==> src/rtl/core/zbg_pkg.sv <==
// Shared constants, register indexes and types for the zoned bar graph level meter.
package zbg_pkg;

   localparam int SEGMENTS   = 12;
   localparam int ZONE_SIZE  = SEGMENTS / 3;
   localparam int LOWER_ZONE = 2 * ZONE_SIZE;

   localparam int READING_W   = 16;
   localparam int LIT_COUNT_W = 4;
   localparam int LIT_MASK_W  = 12;
   localparam int CSR_IDX_W   = 3;
   localparam int CSR_DATA_W  = 16;

   // internal widths
   localparam int CNT_W  = $clog2(SEGMENTS + 1);
   localparam int SPAN_W = READING_W + 1;
   localparam int NUM_W  = SPAN_W + $clog2(LOWER_ZONE + 1);
   localparam int STEP_W = $clog2(NUM_W + 1);

   localparam logic [CSR_IDX_W-1:0] REG_ZONE_MODE   = 3'd0;
   localparam logic [CSR_IDX_W-1:0] REG_LOW_BOUND   = 3'd1;
   localparam logic [CSR_IDX_W-1:0] REG_LOWER_BREAK = 3'd2;
   localparam logic [CSR_IDX_W-1:0] REG_UPPER_BREAK = 3'd3;
   localparam logic [CSR_IDX_W-1:0] REG_HIGH_BOUND  = 3'd4;

   localparam logic MODE_THREE_ZONE = 1'b0;
   localparam logic MODE_TWO_ZONE   = 1'b1;

   localparam logic signed [READING_W-1:0] LOW_BOUND_RST   = 16'sd0;
   localparam logic signed [READING_W-1:0] LOWER_BREAK_RST = 16'sd1024;
   localparam logic signed [READING_W-1:0] UPPER_BREAK_RST = 16'sd2048;
   localparam logic signed [READING_W-1:0] HIGH_BOUND_RST  = 16'sd4096;

   typedef enum logic [1:0] {
      ST_IDLE,
      ST_SETUP,
      ST_DIV,
      ST_FINISH
   } zbg_state_type;

endpackage

==> src/rtl/core/zbg_ifs.sv <==
// Valid/ready channel interfaces for reading, result and register write beats.
interface zbg_req_if;
   logic                                 valid;
   logic                                 ready;
   logic signed [zbg_pkg::READING_W-1:0] reading;

   modport source (output valid, output reading, input ready);
   modport sink   (input valid, input reading, output ready);
endinterface

interface zbg_rsp_if;
   logic                             valid;
   logic                             ready;
   logic [zbg_pkg::LIT_COUNT_W-1:0]  lit_count;
   logic [zbg_pkg::LIT_MASK_W-1:0]   lit_mask;
   logic                             applied;

   modport source (output valid, output lit_count, output lit_mask, output applied,
                   input ready);
   modport sink   (input valid, input lit_count, input lit_mask, input applied,
                   output ready);
endinterface

interface zbg_csr_if;
   logic                            valid;
   logic                            ready;
   logic [zbg_pkg::CSR_IDX_W-1:0]   index;
   logic [zbg_pkg::CSR_DATA_W-1:0]  data;

   modport source (output valid, output index, output data, input ready);
   modport sink   (input valid, input index, input data, output ready);
endinterface

==> src/rtl/core/zbg_div.sv <==
// Restoring divider, one quotient bit per cycle.
module zbg_div (
   input  logic                        clock,
   input  logic                        reset,
   input  logic                        start,
   input  logic [zbg_pkg::NUM_W-1:0]   numer,
   input  logic [zbg_pkg::SPAN_W-1:0]  denom,
   output logic                        done,
   output logic [zbg_pkg::NUM_W-1:0]   quot
);

   logic                         busy_ff, busy_in;
   logic                         done_ff, done_in;
   logic [zbg_pkg::STEP_W-1:0]   step_ff, step_in;
   logic [zbg_pkg::SPAN_W-1:0]   rem_ff, rem_in;
   logic [zbg_pkg::SPAN_W-1:0]   den_ff, den_in;
   logic [zbg_pkg::NUM_W-1:0]    quo_ff, quo_in;
   logic [zbg_pkg::SPAN_W:0]     trial;
   logic [zbg_pkg::SPAN_W+1:0]   diff;

   always_comb begin
      trial   = {rem_ff, quo_ff[zbg_pkg::NUM_W-1]};
      diff    = {1'b0, trial} - {2'b00, den_ff};
      busy_in = busy_ff;
      done_in = 1'b0;
      step_in = step_ff;
      rem_in  = rem_ff;
      den_in  = den_ff;
      quo_in  = quo_ff;
      if (start) begin
         busy_in = 1'b1;
         step_in = zbg_pkg::STEP_W'(zbg_pkg::NUM_W);
         rem_in  = '0;
         den_in  = denom;
         quo_in  = numer;
      end else if (busy_ff) begin
         if (diff[zbg_pkg::SPAN_W+1]) begin
            rem_in = trial[zbg_pkg::SPAN_W-1:0];
         end else begin
            rem_in = diff[zbg_pkg::SPAN_W-1:0];
         end
         quo_in  = {quo_ff[zbg_pkg::NUM_W-2:0], ~diff[zbg_pkg::SPAN_W+1]};
         step_in = step_ff - 1'b1;
         if (step_ff == zbg_pkg::STEP_W'(1)) begin
            busy_in = 1'b0;
            done_in = 1'b1;
         end
      end
   end

   always_ff @(posedge clock) begin
      if (reset) begin
         busy_ff <= 1'b0;
         done_ff <= 1'b0;
         step_ff <= '0;
      end else begin
         busy_ff <= busy_in;
         done_ff <= done_in;
         step_ff <= step_in;
      end
   end

   always_ff @(posedge clock) begin
      rem_ff <= rem_in;
      den_ff <= den_in;
      quo_ff <= quo_in;
   end

   assign done = done_ff;
   assign quot = quo_ff;

endmodule

==> src/rtl/core/zoned_bar_graph_level.sv <==
// Top level: piecewise-linear 12-segment bar graph level meter.
// Steps: the accepted reading is registered; setup finishes at once when no division
// is needed (bad breakpoints or reading at/outside a bound), else starts the divider and
// waits for its quotient; finish loads the result beat. Ready returns as it is loaded,
// so a reading is through before the next is taken; that may be while the beat waits.
// Reset (synchronous): registers to their defaults, bar dark, no result pending.
module zoned_bar_graph_level (
   input  logic      clock,
   input  logic      reset,
   zbg_req_if.sink   req_ch,
   zbg_rsp_if.source rsp_ch,
   zbg_csr_if.sink   csr_ch
);

   localparam int CW = zbg_pkg::CNT_W;

   // configuration
   logic                                  zone_mode_ff;
   logic signed [zbg_pkg::READING_W-1:0]  low_bound_ff, lower_break_ff;
   logic signed [zbg_pkg::READING_W-1:0]  upper_break_ff, high_bound_ff;

   zbg_pkg::zbg_state_type                state_ff, state_in;
   logic signed [zbg_pkg::READING_W-1:0]  reading_ff, reading_in;
   logic [CW-1:0]                         base_ff, base_in;
   logic [CW-1:0]                         result_ff, result_in;
   logic                                  applied_ff, applied_in;
   logic [CW-1:0]                         shown_ff, shown_in;

   logic                                  rsp_valid_ff, rsp_valid_in;
   logic [zbg_pkg::LIT_COUNT_W-1:0]       rsp_count_ff, rsp_count_in;
   logic [zbg_pkg::LIT_MASK_W-1:0]        rsp_mask_ff, rsp_mask_in;
   logic                                  rsp_applied_ff, rsp_applied_in;

   logic                                  cfg_ok;
   logic [CW-1:0]                         zone_base, zone_size;
   logic [zbg_pkg::SPAN_W-1:0]            zone_ofs, zone_span;
   logic [zbg_pkg::SPAN_W-1:0]            d_low, d_lower, d_upper;
   logic [zbg_pkg::SPAN_W-1:0]            s_lower, s_upper_lo, s_upper_hi, s_high_lo;
   logic [zbg_pkg::LIT_MASK_W-1:0]        mask;

   logic                                  div_start, div_done;
   logic [zbg_pkg::NUM_W-1:0]             div_numer, div_quot;
   logic [zbg_pkg::SPAN_W-1:0]            div_denom;

   zbg_div u_div (
      .clock (clock),
      .reset (reset),
      .start (div_start),
      .numer (div_numer),
      .denom (div_denom),
      .done  (div_done),
      .quot  (div_quot)
   );

   // register writes, taken any cycle
   always_ff @(posedge clock) begin
      if (reset) begin
         zone_mode_ff   <= zbg_pkg::MODE_THREE_ZONE;
         low_bound_ff   <= zbg_pkg::LOW_BOUND_RST;
         lower_break_ff <= zbg_pkg::LOWER_BREAK_RST;
         upper_break_ff <= zbg_pkg::UPPER_BREAK_RST;
         high_bound_ff  <= zbg_pkg::HIGH_BOUND_RST;
      end else if (csr_ch.valid) begin
         unique case (csr_ch.index)
            zbg_pkg::REG_ZONE_MODE:   zone_mode_ff   <= csr_ch.data[0];
            zbg_pkg::REG_LOW_BOUND:   low_bound_ff   <= csr_ch.data;
            zbg_pkg::REG_LOWER_BREAK: lower_break_ff <= csr_ch.data;
            zbg_pkg::REG_UPPER_BREAK: upper_break_ff <= csr_ch.data;
            zbg_pkg::REG_HIGH_BOUND:  high_bound_ff  <= csr_ch.data;
            default: ;
         endcase
      end
   end

   assign csr_ch.ready = 1'b1;

   // breakpoint check and zone selection
   always_comb begin
      if (zone_mode_ff == zbg_pkg::MODE_TWO_ZONE) begin
         cfg_ok = (low_bound_ff < lower_break_ff) && (lower_break_ff < high_bound_ff);
      end else begin
         cfg_ok = (low_bound_ff < lower_break_ff) && (lower_break_ff < upper_break_ff) &&
                  (upper_break_ff < high_bound_ff);
      end
      d_low      = {reading_ff[15], reading_ff} - {low_bound_ff[15], low_bound_ff};
      d_lower    = {reading_ff[15], reading_ff} - {lower_break_ff[15], lower_break_ff};
      d_upper    = {reading_ff[15], reading_ff} - {upper_break_ff[15], upper_break_ff};
      s_lower    = {lower_break_ff[15], lower_break_ff} - {low_bound_ff[15], low_bound_ff};
      s_upper_lo = {upper_break_ff[15], upper_break_ff} -
                   {lower_break_ff[15], lower_break_ff};
      s_upper_hi = {high_bound_ff[15], high_bound_ff} -
                   {upper_break_ff[15], upper_break_ff};
      s_high_lo  = {high_bound_ff[15], high_bound_ff} - {lower_break_ff[15], lower_break_ff};
      if (reading_ff < lower_break_ff) begin
         zone_base = '0;
         zone_ofs  = d_low;
         zone_span = s_lower;
         zone_size = (zone_mode_ff == zbg_pkg::MODE_TWO_ZONE) ? CW'(zbg_pkg::LOWER_ZONE)
                                                              : CW'(zbg_pkg::ZONE_SIZE);
      end else if (zone_mode_ff == zbg_pkg::MODE_TWO_ZONE) begin
         zone_base = CW'(zbg_pkg::LOWER_ZONE);
         zone_ofs  = d_lower;
         zone_span = s_high_lo;
         zone_size = CW'(zbg_pkg::ZONE_SIZE);
      end else if (reading_ff < upper_break_ff) begin
         zone_base = CW'(zbg_pkg::ZONE_SIZE);
         zone_ofs  = d_lower;
         zone_span = s_upper_lo;
         zone_size = CW'(zbg_pkg::ZONE_SIZE);
      end else begin
         zone_base = CW'(zbg_pkg::LOWER_ZONE);
         zone_ofs  = d_upper;
         zone_span = s_upper_hi;
         zone_size = CW'(zbg_pkg::ZONE_SIZE);
      end
   end

   always_comb begin
      for (int i = 0; i < zbg_pkg::LIT_MASK_W; i++) begin
         mask[i] = (int'(result_ff) > i);
      end
   end

   // sequencer
   always_comb begin
      state_in       = state_ff;
      reading_in     = reading_ff;
      base_in        = base_ff;
      result_in      = result_ff;
      applied_in     = applied_ff;
      shown_in       = shown_ff;
      rsp_valid_in   = rsp_valid_ff && !rsp_ch.ready;
      rsp_count_in   = rsp_count_ff;
      rsp_mask_in    = rsp_mask_ff;
      rsp_applied_in = rsp_applied_ff;
      div_start      = 1'b0;
      div_numer      = '0;
      div_denom      = '0;
      unique case (state_ff)
         zbg_pkg::ST_IDLE: begin
            if (req_ch.valid) begin
               reading_in = req_ch.reading;
               state_in   = zbg_pkg::ST_SETUP;
            end
         end
         zbg_pkg::ST_SETUP: begin
            applied_in = cfg_ok;
            if (!cfg_ok) begin
               result_in = shown_ff;
               state_in  = zbg_pkg::ST_FINISH;
            end else if (reading_ff <= low_bound_ff) begin
               result_in = '0;
               state_in  = zbg_pkg::ST_FINISH;
            end else if (reading_ff >= high_bound_ff) begin
               result_in = CW'(zbg_pkg::SEGMENTS);
               state_in  = zbg_pkg::ST_FINISH;
            end else begin
               base_in   = zone_base;
               div_start = 1'b1;
               div_numer = zbg_pkg::NUM_W'(zone_ofs) * zbg_pkg::NUM_W'(zone_size);
               div_denom = zone_span;
               state_in  = zbg_pkg::ST_DIV;
            end
         end
         zbg_pkg::ST_DIV: begin
            if (div_done) begin
               result_in = base_ff + div_quot[CW-1:0];
               state_in  = zbg_pkg::ST_FINISH;
            end
         end
         zbg_pkg::ST_FINISH: begin
            if (!rsp_valid_ff || rsp_ch.ready) begin
               rsp_valid_in   = 1'b1;
               rsp_count_in   = zbg_pkg::LIT_COUNT_W'(result_ff);
               rsp_mask_in    = mask;
               rsp_applied_in = applied_ff;
               shown_in       = result_ff;
               state_in       = zbg_pkg::ST_IDLE;
            end
         end
         default: state_in = zbg_pkg::ST_IDLE;
      endcase
   end

   always_ff @(posedge clock) begin
      if (reset) begin
         state_ff     <= zbg_pkg::ST_IDLE;
         shown_ff     <= '0;
         rsp_valid_ff <= 1'b0;
      end else begin
         state_ff     <= state_in;
         shown_ff     <= shown_in;
         rsp_valid_ff <= rsp_valid_in;
      end
   end

   always_ff @(posedge clock) begin
      reading_ff     <= reading_in;
      base_ff        <= base_in;
      result_ff      <= result_in;
      applied_ff     <= applied_in;
      rsp_count_ff   <= rsp_count_in;
      rsp_mask_ff    <= rsp_mask_in;
      rsp_applied_ff <= rsp_applied_in;
   end

   assign req_ch.ready     = (state_ff == zbg_pkg::ST_IDLE);
   assign rsp_ch.valid     = rsp_valid_ff;
   assign rsp_ch.lit_count = rsp_count_ff;
   assign rsp_ch.lit_mask  = rsp_mask_ff;
   assign rsp_ch.applied   = rsp_applied_ff;

   // divider is only started from setup and never while a division runs
   assert property (@(posedge clock) disable iff (reset)
      div_start |=> (state_ff == zbg_pkg::ST_DIV))
      else $error("divider start without entering divide state");

   assert property (@(posedge clock) disable iff (reset)
      (state_ff == zbg_pkg::ST_DIV) && div_done |=> (state_ff == zbg_pkg::ST_FINISH))
      else $error("divider result dropped");

   // a beat marked not applied repeats the bar that is still shown
   assert property (@(posedge clock) disable iff (reset)
      rsp_valid_ff && !rsp_applied_ff |->
         rsp_count_ff == zbg_pkg::LIT_COUNT_W'(shown_ff))
      else $error("rejected beat does not match shown count");

   assert property (@(posedge clock) disable iff (reset)
      (state_ff == zbg_pkg::ST_FINISH) && !rsp_valid_ff |=> rsp_valid_ff &&
         (state_ff == zbg_pkg::ST_IDLE))
      else $error("finished result not moved to output register");

endmodule

==> src/flat_wrapper.sv <==
// flat-port wrapper written by rule: the top's interface ports become plain ports
module zoned_bar_graph_level_flat 
  (clock, reset, req_ch_valid, req_ch_reading, req_ch_ready, rsp_ch_valid, rsp_ch_lit_count, rsp_ch_lit_mask, rsp_ch_applied, rsp_ch_ready, csr_ch_valid, csr_ch_index, csr_ch_data, csr_ch_ready);
  zbg_req_if req_ch_i ();
  zbg_rsp_if rsp_ch_i ();
  zbg_csr_if csr_ch_i ();
  input  logic clock;
  input  logic reset;
  input wire logic [$bits(req_ch_i.valid)-1:0] req_ch_valid;
  input wire logic [$bits(req_ch_i.reading)-1:0] req_ch_reading;
  output wire logic [$bits(req_ch_i.ready)-1:0] req_ch_ready;
  output wire logic [$bits(rsp_ch_i.valid)-1:0] rsp_ch_valid;
  output wire logic [$bits(rsp_ch_i.lit_count)-1:0] rsp_ch_lit_count;
  output wire logic [$bits(rsp_ch_i.lit_mask)-1:0] rsp_ch_lit_mask;
  output wire logic [$bits(rsp_ch_i.applied)-1:0] rsp_ch_applied;
  input wire logic [$bits(rsp_ch_i.ready)-1:0] rsp_ch_ready;
  input wire logic [$bits(csr_ch_i.valid)-1:0] csr_ch_valid;
  input wire logic [$bits(csr_ch_i.index)-1:0] csr_ch_index;
  input wire logic [$bits(csr_ch_i.data)-1:0] csr_ch_data;
  output wire logic [$bits(csr_ch_i.ready)-1:0] csr_ch_ready;
  assign req_ch_i.valid = req_ch_valid;
  assign req_ch_i.reading = req_ch_reading;
  assign req_ch_ready = req_ch_i.ready;
  assign rsp_ch_valid = rsp_ch_i.valid;
  assign rsp_ch_lit_count = rsp_ch_i.lit_count;
  assign rsp_ch_lit_mask = rsp_ch_i.lit_mask;
  assign rsp_ch_applied = rsp_ch_i.applied;
  assign rsp_ch_i.ready = rsp_ch_ready;
  assign csr_ch_i.valid = csr_ch_valid;
  assign csr_ch_i.index = csr_ch_index;
  assign csr_ch_i.data = csr_ch_data;
  assign csr_ch_ready = csr_ch_i.ready;
  zoned_bar_graph_level u_core (.clock(clock), .reset(reset), .req_ch(req_ch_i), .rsp_ch(rsp_ch_i), .csr_ch(csr_ch_i));
endmodule
==> config.mk <==
export PLATFORM = sky130hd
export DESIGN_NAME = zoned_bar_graph_level_flat
export DESIGN_NICKNAME = d
export VERILOG_FILES = /design/src/rtl/core/zbg_pkg.sv /design/src/rtl/core/zbg_ifs.sv /design/src/rtl/core/zbg_div.sv /design/src/rtl/core/zoned_bar_graph_level.sv /design/src/flat_wrapper.sv
export SDC_FILE = /design/constraint.sdc
export NUM_CORES = 1
export LEC_CHECK = 0
export BUFFER_PORTS_ARGS = -buffer_cell sky130_fd_sc_hd__buf_2
export CAP_MARGIN = 5
export CORE_ASPECT_RATIO = 1.75
export CORE_MARGIN = 2
export CORE_UTILIZATION = 45
export CTS_CLUSTER_DIAMETER = 120
export DETAILED_ROUTE_END_ITERATION = 8
export PLACE_DENSITY_LB_ADDON = 0.25
export SLEW_MARGIN = 20
export SYNTH_ARGS = -nofsm -noshare
export SYNTH_HDL_FRONTEND = slang
export SYNTH_HIERARCHICAL = 1
export SYNTH_SLANG_ARGS = --single-unit
export TNS_END_PERCENT = 100
==> constraint.sdc <==
create_clock -name clock -period 5.2 [get_ports clock]
set_input_delay 0.52 -clock clock [delete_from_list [all_inputs] [get_ports clock]]
set_output_delay 0.52 -clock clock [all_outputs]
set_load 0.02 [all_outputs]
==> summary.txt <==
Placement
  • DP Cell Count: roughly 2500
  • I/O Buffers: 58
  • Post-DP HPWL: 42.3 mm
  • Gpl congestion: between 1 and 1.5
  • Area post-placement: around 18000 sq um

Critical path
  • Crit path buf inv count: 2
  • R2R setup slack: -0.48 ns
  • Max stage delay on crit path: 0.43 ns
  • Worst setup path class: register to register
  • CP Launch Point: u_core/reading_ff[1]$_DFFE_PP_
  • Worst endpoint required time: 5.41 ns
  • Reg-to-Reg End: u_core/u_div/quot[19]$_DFFE_PP_
  • Crit path max-delay cell type: edfxtp_1
  • Setup crit end kind: register
  • CP dominant cell by count: ha_4
  • Arr. time, crit path: 5.89 ns
  • Worst r2r src: u_core/reading_ff[1]$_DFFE_PP_
  • Reg2reg path depth: 25
  • CP Launch Type: register
  • Setup crit end: u_core/u_div/quot[19]$_DFFE_PP_
  • Top Family by Delay on Critical Path: compound AO/OA/AOI/OAI gates
  • WP depth: 25
  • Crit Path Max Fanout: 6

Cells and area
  • Post-layout net count: 2324
  • Non-filler cells, final: about 2500
  • Post-layout util: 0.561
  • Proportion of layout cells with a drive suffix above 1: 0.226
  • N_diodes: 0
  • Fillers: around 3100
  • Layout area overhead: 22.8%
  • Post-Layout Inst Area: roughly 19000 sq um

Timing
  • Final hold viol count: 0
  • Skew final: 0.0189 ns
  • Worst Max-Slew Pin Slew: 1.07 ns
  • Period minus WS final: 5.68 ns
  • Worst setup margin: -0.479 ns
  • Fmax: 176 MHz
  • RSZ-0062 raised after global routing: yes
  • Rel. slew slack: 0.286
  • Fin crit share: 1.09
  • Final Max Slew Viols: 0
  • Final setup viols: 8

Routing
  • Initial DRT Pass Iterations: 5
  • Antenna-violating nets left: 0
  • Per-cell routed wire length: a little over 20 microns
  • Detailed Route WL: 52.7 mm
  • DRT iter0 DRCs: 855
  • DRC: 0
  • Vias per cell: 5.76
  • Via Count: 14600

Synthesis
  • Synth Flop Type: dfxtp_1
  • Synth Instances: between 1500 and 2000
  • Number of library cell types mapped by synthesis: 98
  • Synth warnings: 6
  • Number of synthesized flops with an enable pin: between 70 and 80
  • Cell Area, Synth: 15400 sq um
  • Sequential fraction of the synthesis area: 0.277
  • Asr flop ratio synth: 0
  • Yosys reg bits: ~170
  • Post-Syn Area per Cell: 8.37 sq um

Run status
  • Outcome: finished with violations
  • Failing checks: negative setup slack

Pwr
  • Max VDD drop: 0.000244 V
  • P per Cell Area: approximately 360 nW/um^2
  • Leakage power: about 8 nW

Global route
  • Largest net degree at the start of global routing: 65
  • First-pass GRT wire length: between 70 and 80 mm
  • Global route total overflow: 0
  • GRT Util Overall: 0.293
  • Initial antenna violation count: 0
  • Vias in the first global route: 14900

Worst hold path
  • Hold WC Path Type: primary input to register

Clock tree
  • Worst skew pair latency: ~0.46 ns
  • CTS tree: done
  • Clock transition at the registers of the reported paths: approximately 0.070 ns
  • Cts hold-fix bufs: 0
  • Clock root buffer: clkbuf_16
  • Number of CTS-inserted buffers: 17
  • H-tree depth: 4
  • Sink Count: 174
  • Clock buffer depth: 2

Run
  • Max-Cap Viols: 0

Die
  • Die width: 144 microns
  • Die area: about 36000 sq um
  • Io pins: 60
  • Vert. Die Dim: 249 microns
  • Initial core utilization: 0.457
  • Core Region: 33700 sq um
  • Cell row count: slightly below 90
## synth_stat cells, drive strengths merged (43+ instances only)
| cell type | count | area [sq um] |
|---|---|---|
| ha | 199 | 2490 |
| xor2 | 43 | 377 |
| o21ai | 83 | 419 |
| nor2 | 142 | 573 |
| a21o | 43 | 323 |
| a21oi | 168 | 863 |
| inv | 132 | 495 |
| xnor2 | 61 | 534 |
| clkbuf | 43 | 161 |
| dfxtp | 96 | 1920 |
| nand2 | 230 | 868 |
| edfxtp | 78 | 2340 |
## metrics by stage
stage               total power [mW]  worst slack (ns)  TNS (ns)  hold WS, ns
floorplan                       4.04            -0.220    -0.220        0.400
global placement                5.07            -0.429     -1.65        0.411
detailed placement              5.12            -0.463     -2.18        0.417
CTS                             6.67            -0.329     -1.21        0.213
global route                    7.21            -0.710     -4.34        0.226
finish                          6.80            -0.479     -2.30        0.236
## where the power goes
| part | internal [mW] | total, mW | switching (mW) |
|---|---|---|---|
| clock | 0.703 | 1.37 | 0.668 |
| sequential | 1.65 | 1.80 | 0.150 |
| combinational | 1.62 | 3.63 | 2.01 |
| total | 3.98 | 6.80 | 2.82 |
## cell families after synthesis
kind of cell	share of synthesized area
adder cells (fa/ha/maj)	0.173
multiplexers	0.0246
other	0.000487
buffers and inverters	0.0541
flip-flops	0.277
AO/OA/AOI/OAI	0.224
XOR/XNOR	0.0591
AND/OR/NAND/NOR	0.187
## worst reg2reg max path: cells and delay by family (launching register included)
family / cells / cell delay [ns]
muxes: 2 / 0.47
DFF: 1 / 0.43
and+or+nand+nor: 3 / 0.28
adders and majority gates: 5 / 1.20
buffers and inverters: 2 / 0.24
AOI/OAI and AO/OA: 13 / 2.83
## sequential cells by signal, summed over array words and instances, names as in the netlist, 5 cells and up
name / cells
u_core/upper_break_ff: 16
u_core/low_bound_ff: 16
u_core/u_div/quot: 21
u_core/u_div/step_ff: 5
u_core/u_div/den_ff: 17
u_core/lower_break_ff: 16
u_core/high_bound_ff: 16
u_core/u_div/rem_ff: 17
u_core/rsp_ch.lit_mask: 12
u_core/reading_ff: 16
## what timing repair did
| action | CTS | global route |
|---|---|---|
| gates resized for setup | 63 | 37 |
| setup endpoints to repair | 7 | 9 |
| setup buffers | 10 | 11 |
| pin swaps | 31 | 38 |
## placed cells by master, fill, tap and decap left out, types with 9 or more instances in the layout
master	n
a211oi_1	28
a21o_1	43
a21oi_1	159
a31oi_1	24
and3_1	15
buf_2	58
buf_4	219
clkbuf_16	17
dfxtp_1	94
edfxtp_1	78
ha_1	176
ha_4	20
inv_1	128
mux2_2	18
mux2i_1	12
nand2_1	223
nand2b_1	38
nand3_1	31
nand4_1	15
nor2_1	129
nor2b_1	29
nor3_1	29
o211ai_1	15
o21a_1	18
o21ai_0	67
o21ai_1	10
o21bai_1	16
o31ai_1	11
or2_2	9
or3_1	12
xnor2_1	59
xor2_1	41
## area by class of cell
type	count	area, sq um	area share
clock inverter	15	215	0.0114
multi-input combinational	1464	10900	0.576
timing repair buffer	286	2040	0.108
tap	455	569	0.0301
clock buffer	17	425	0.0225
sequential	174	4270	0.225
inverter	133	499	0.0264
## worst min path at each step
stage,startpoint,to,depth (start not counted)
2_1_floorplan,u_core/applied_ff$_DFFE_PP_,u_core/rsp_ch.applied$_DFFE_PP_,0
3_3_place_gp,u_core/applied_ff$_DFFE_PP_,u_core/rsp_ch.applied$_DFFE_PP_,0
3_5_place_dp,u_core/applied_ff$_DFFE_PP_,u_core/rsp_ch.applied$_DFFE_PP_,0
4_1_cts,req_ch_reading[0],u_core/reading_ff[0]$_DFFE_PP_,1
5_1_grt,req_ch_reading[1],u_core/reading_ff[1]$_DFFE_PP_,1
6_report,req_ch_reading[0],u_core/reading_ff[0]$_DFFE_PP_,1
## layer usage
layer	track usage	vias to the layer above	wire length [microns]
met1	0.284	6930	18100
li1	-	7085	-
met4	0.221	0	4750
met2	0.551	442	28000
met5	0	-	0
met3	0.0288	187	1890
Power figures use the tool's default switching activity.
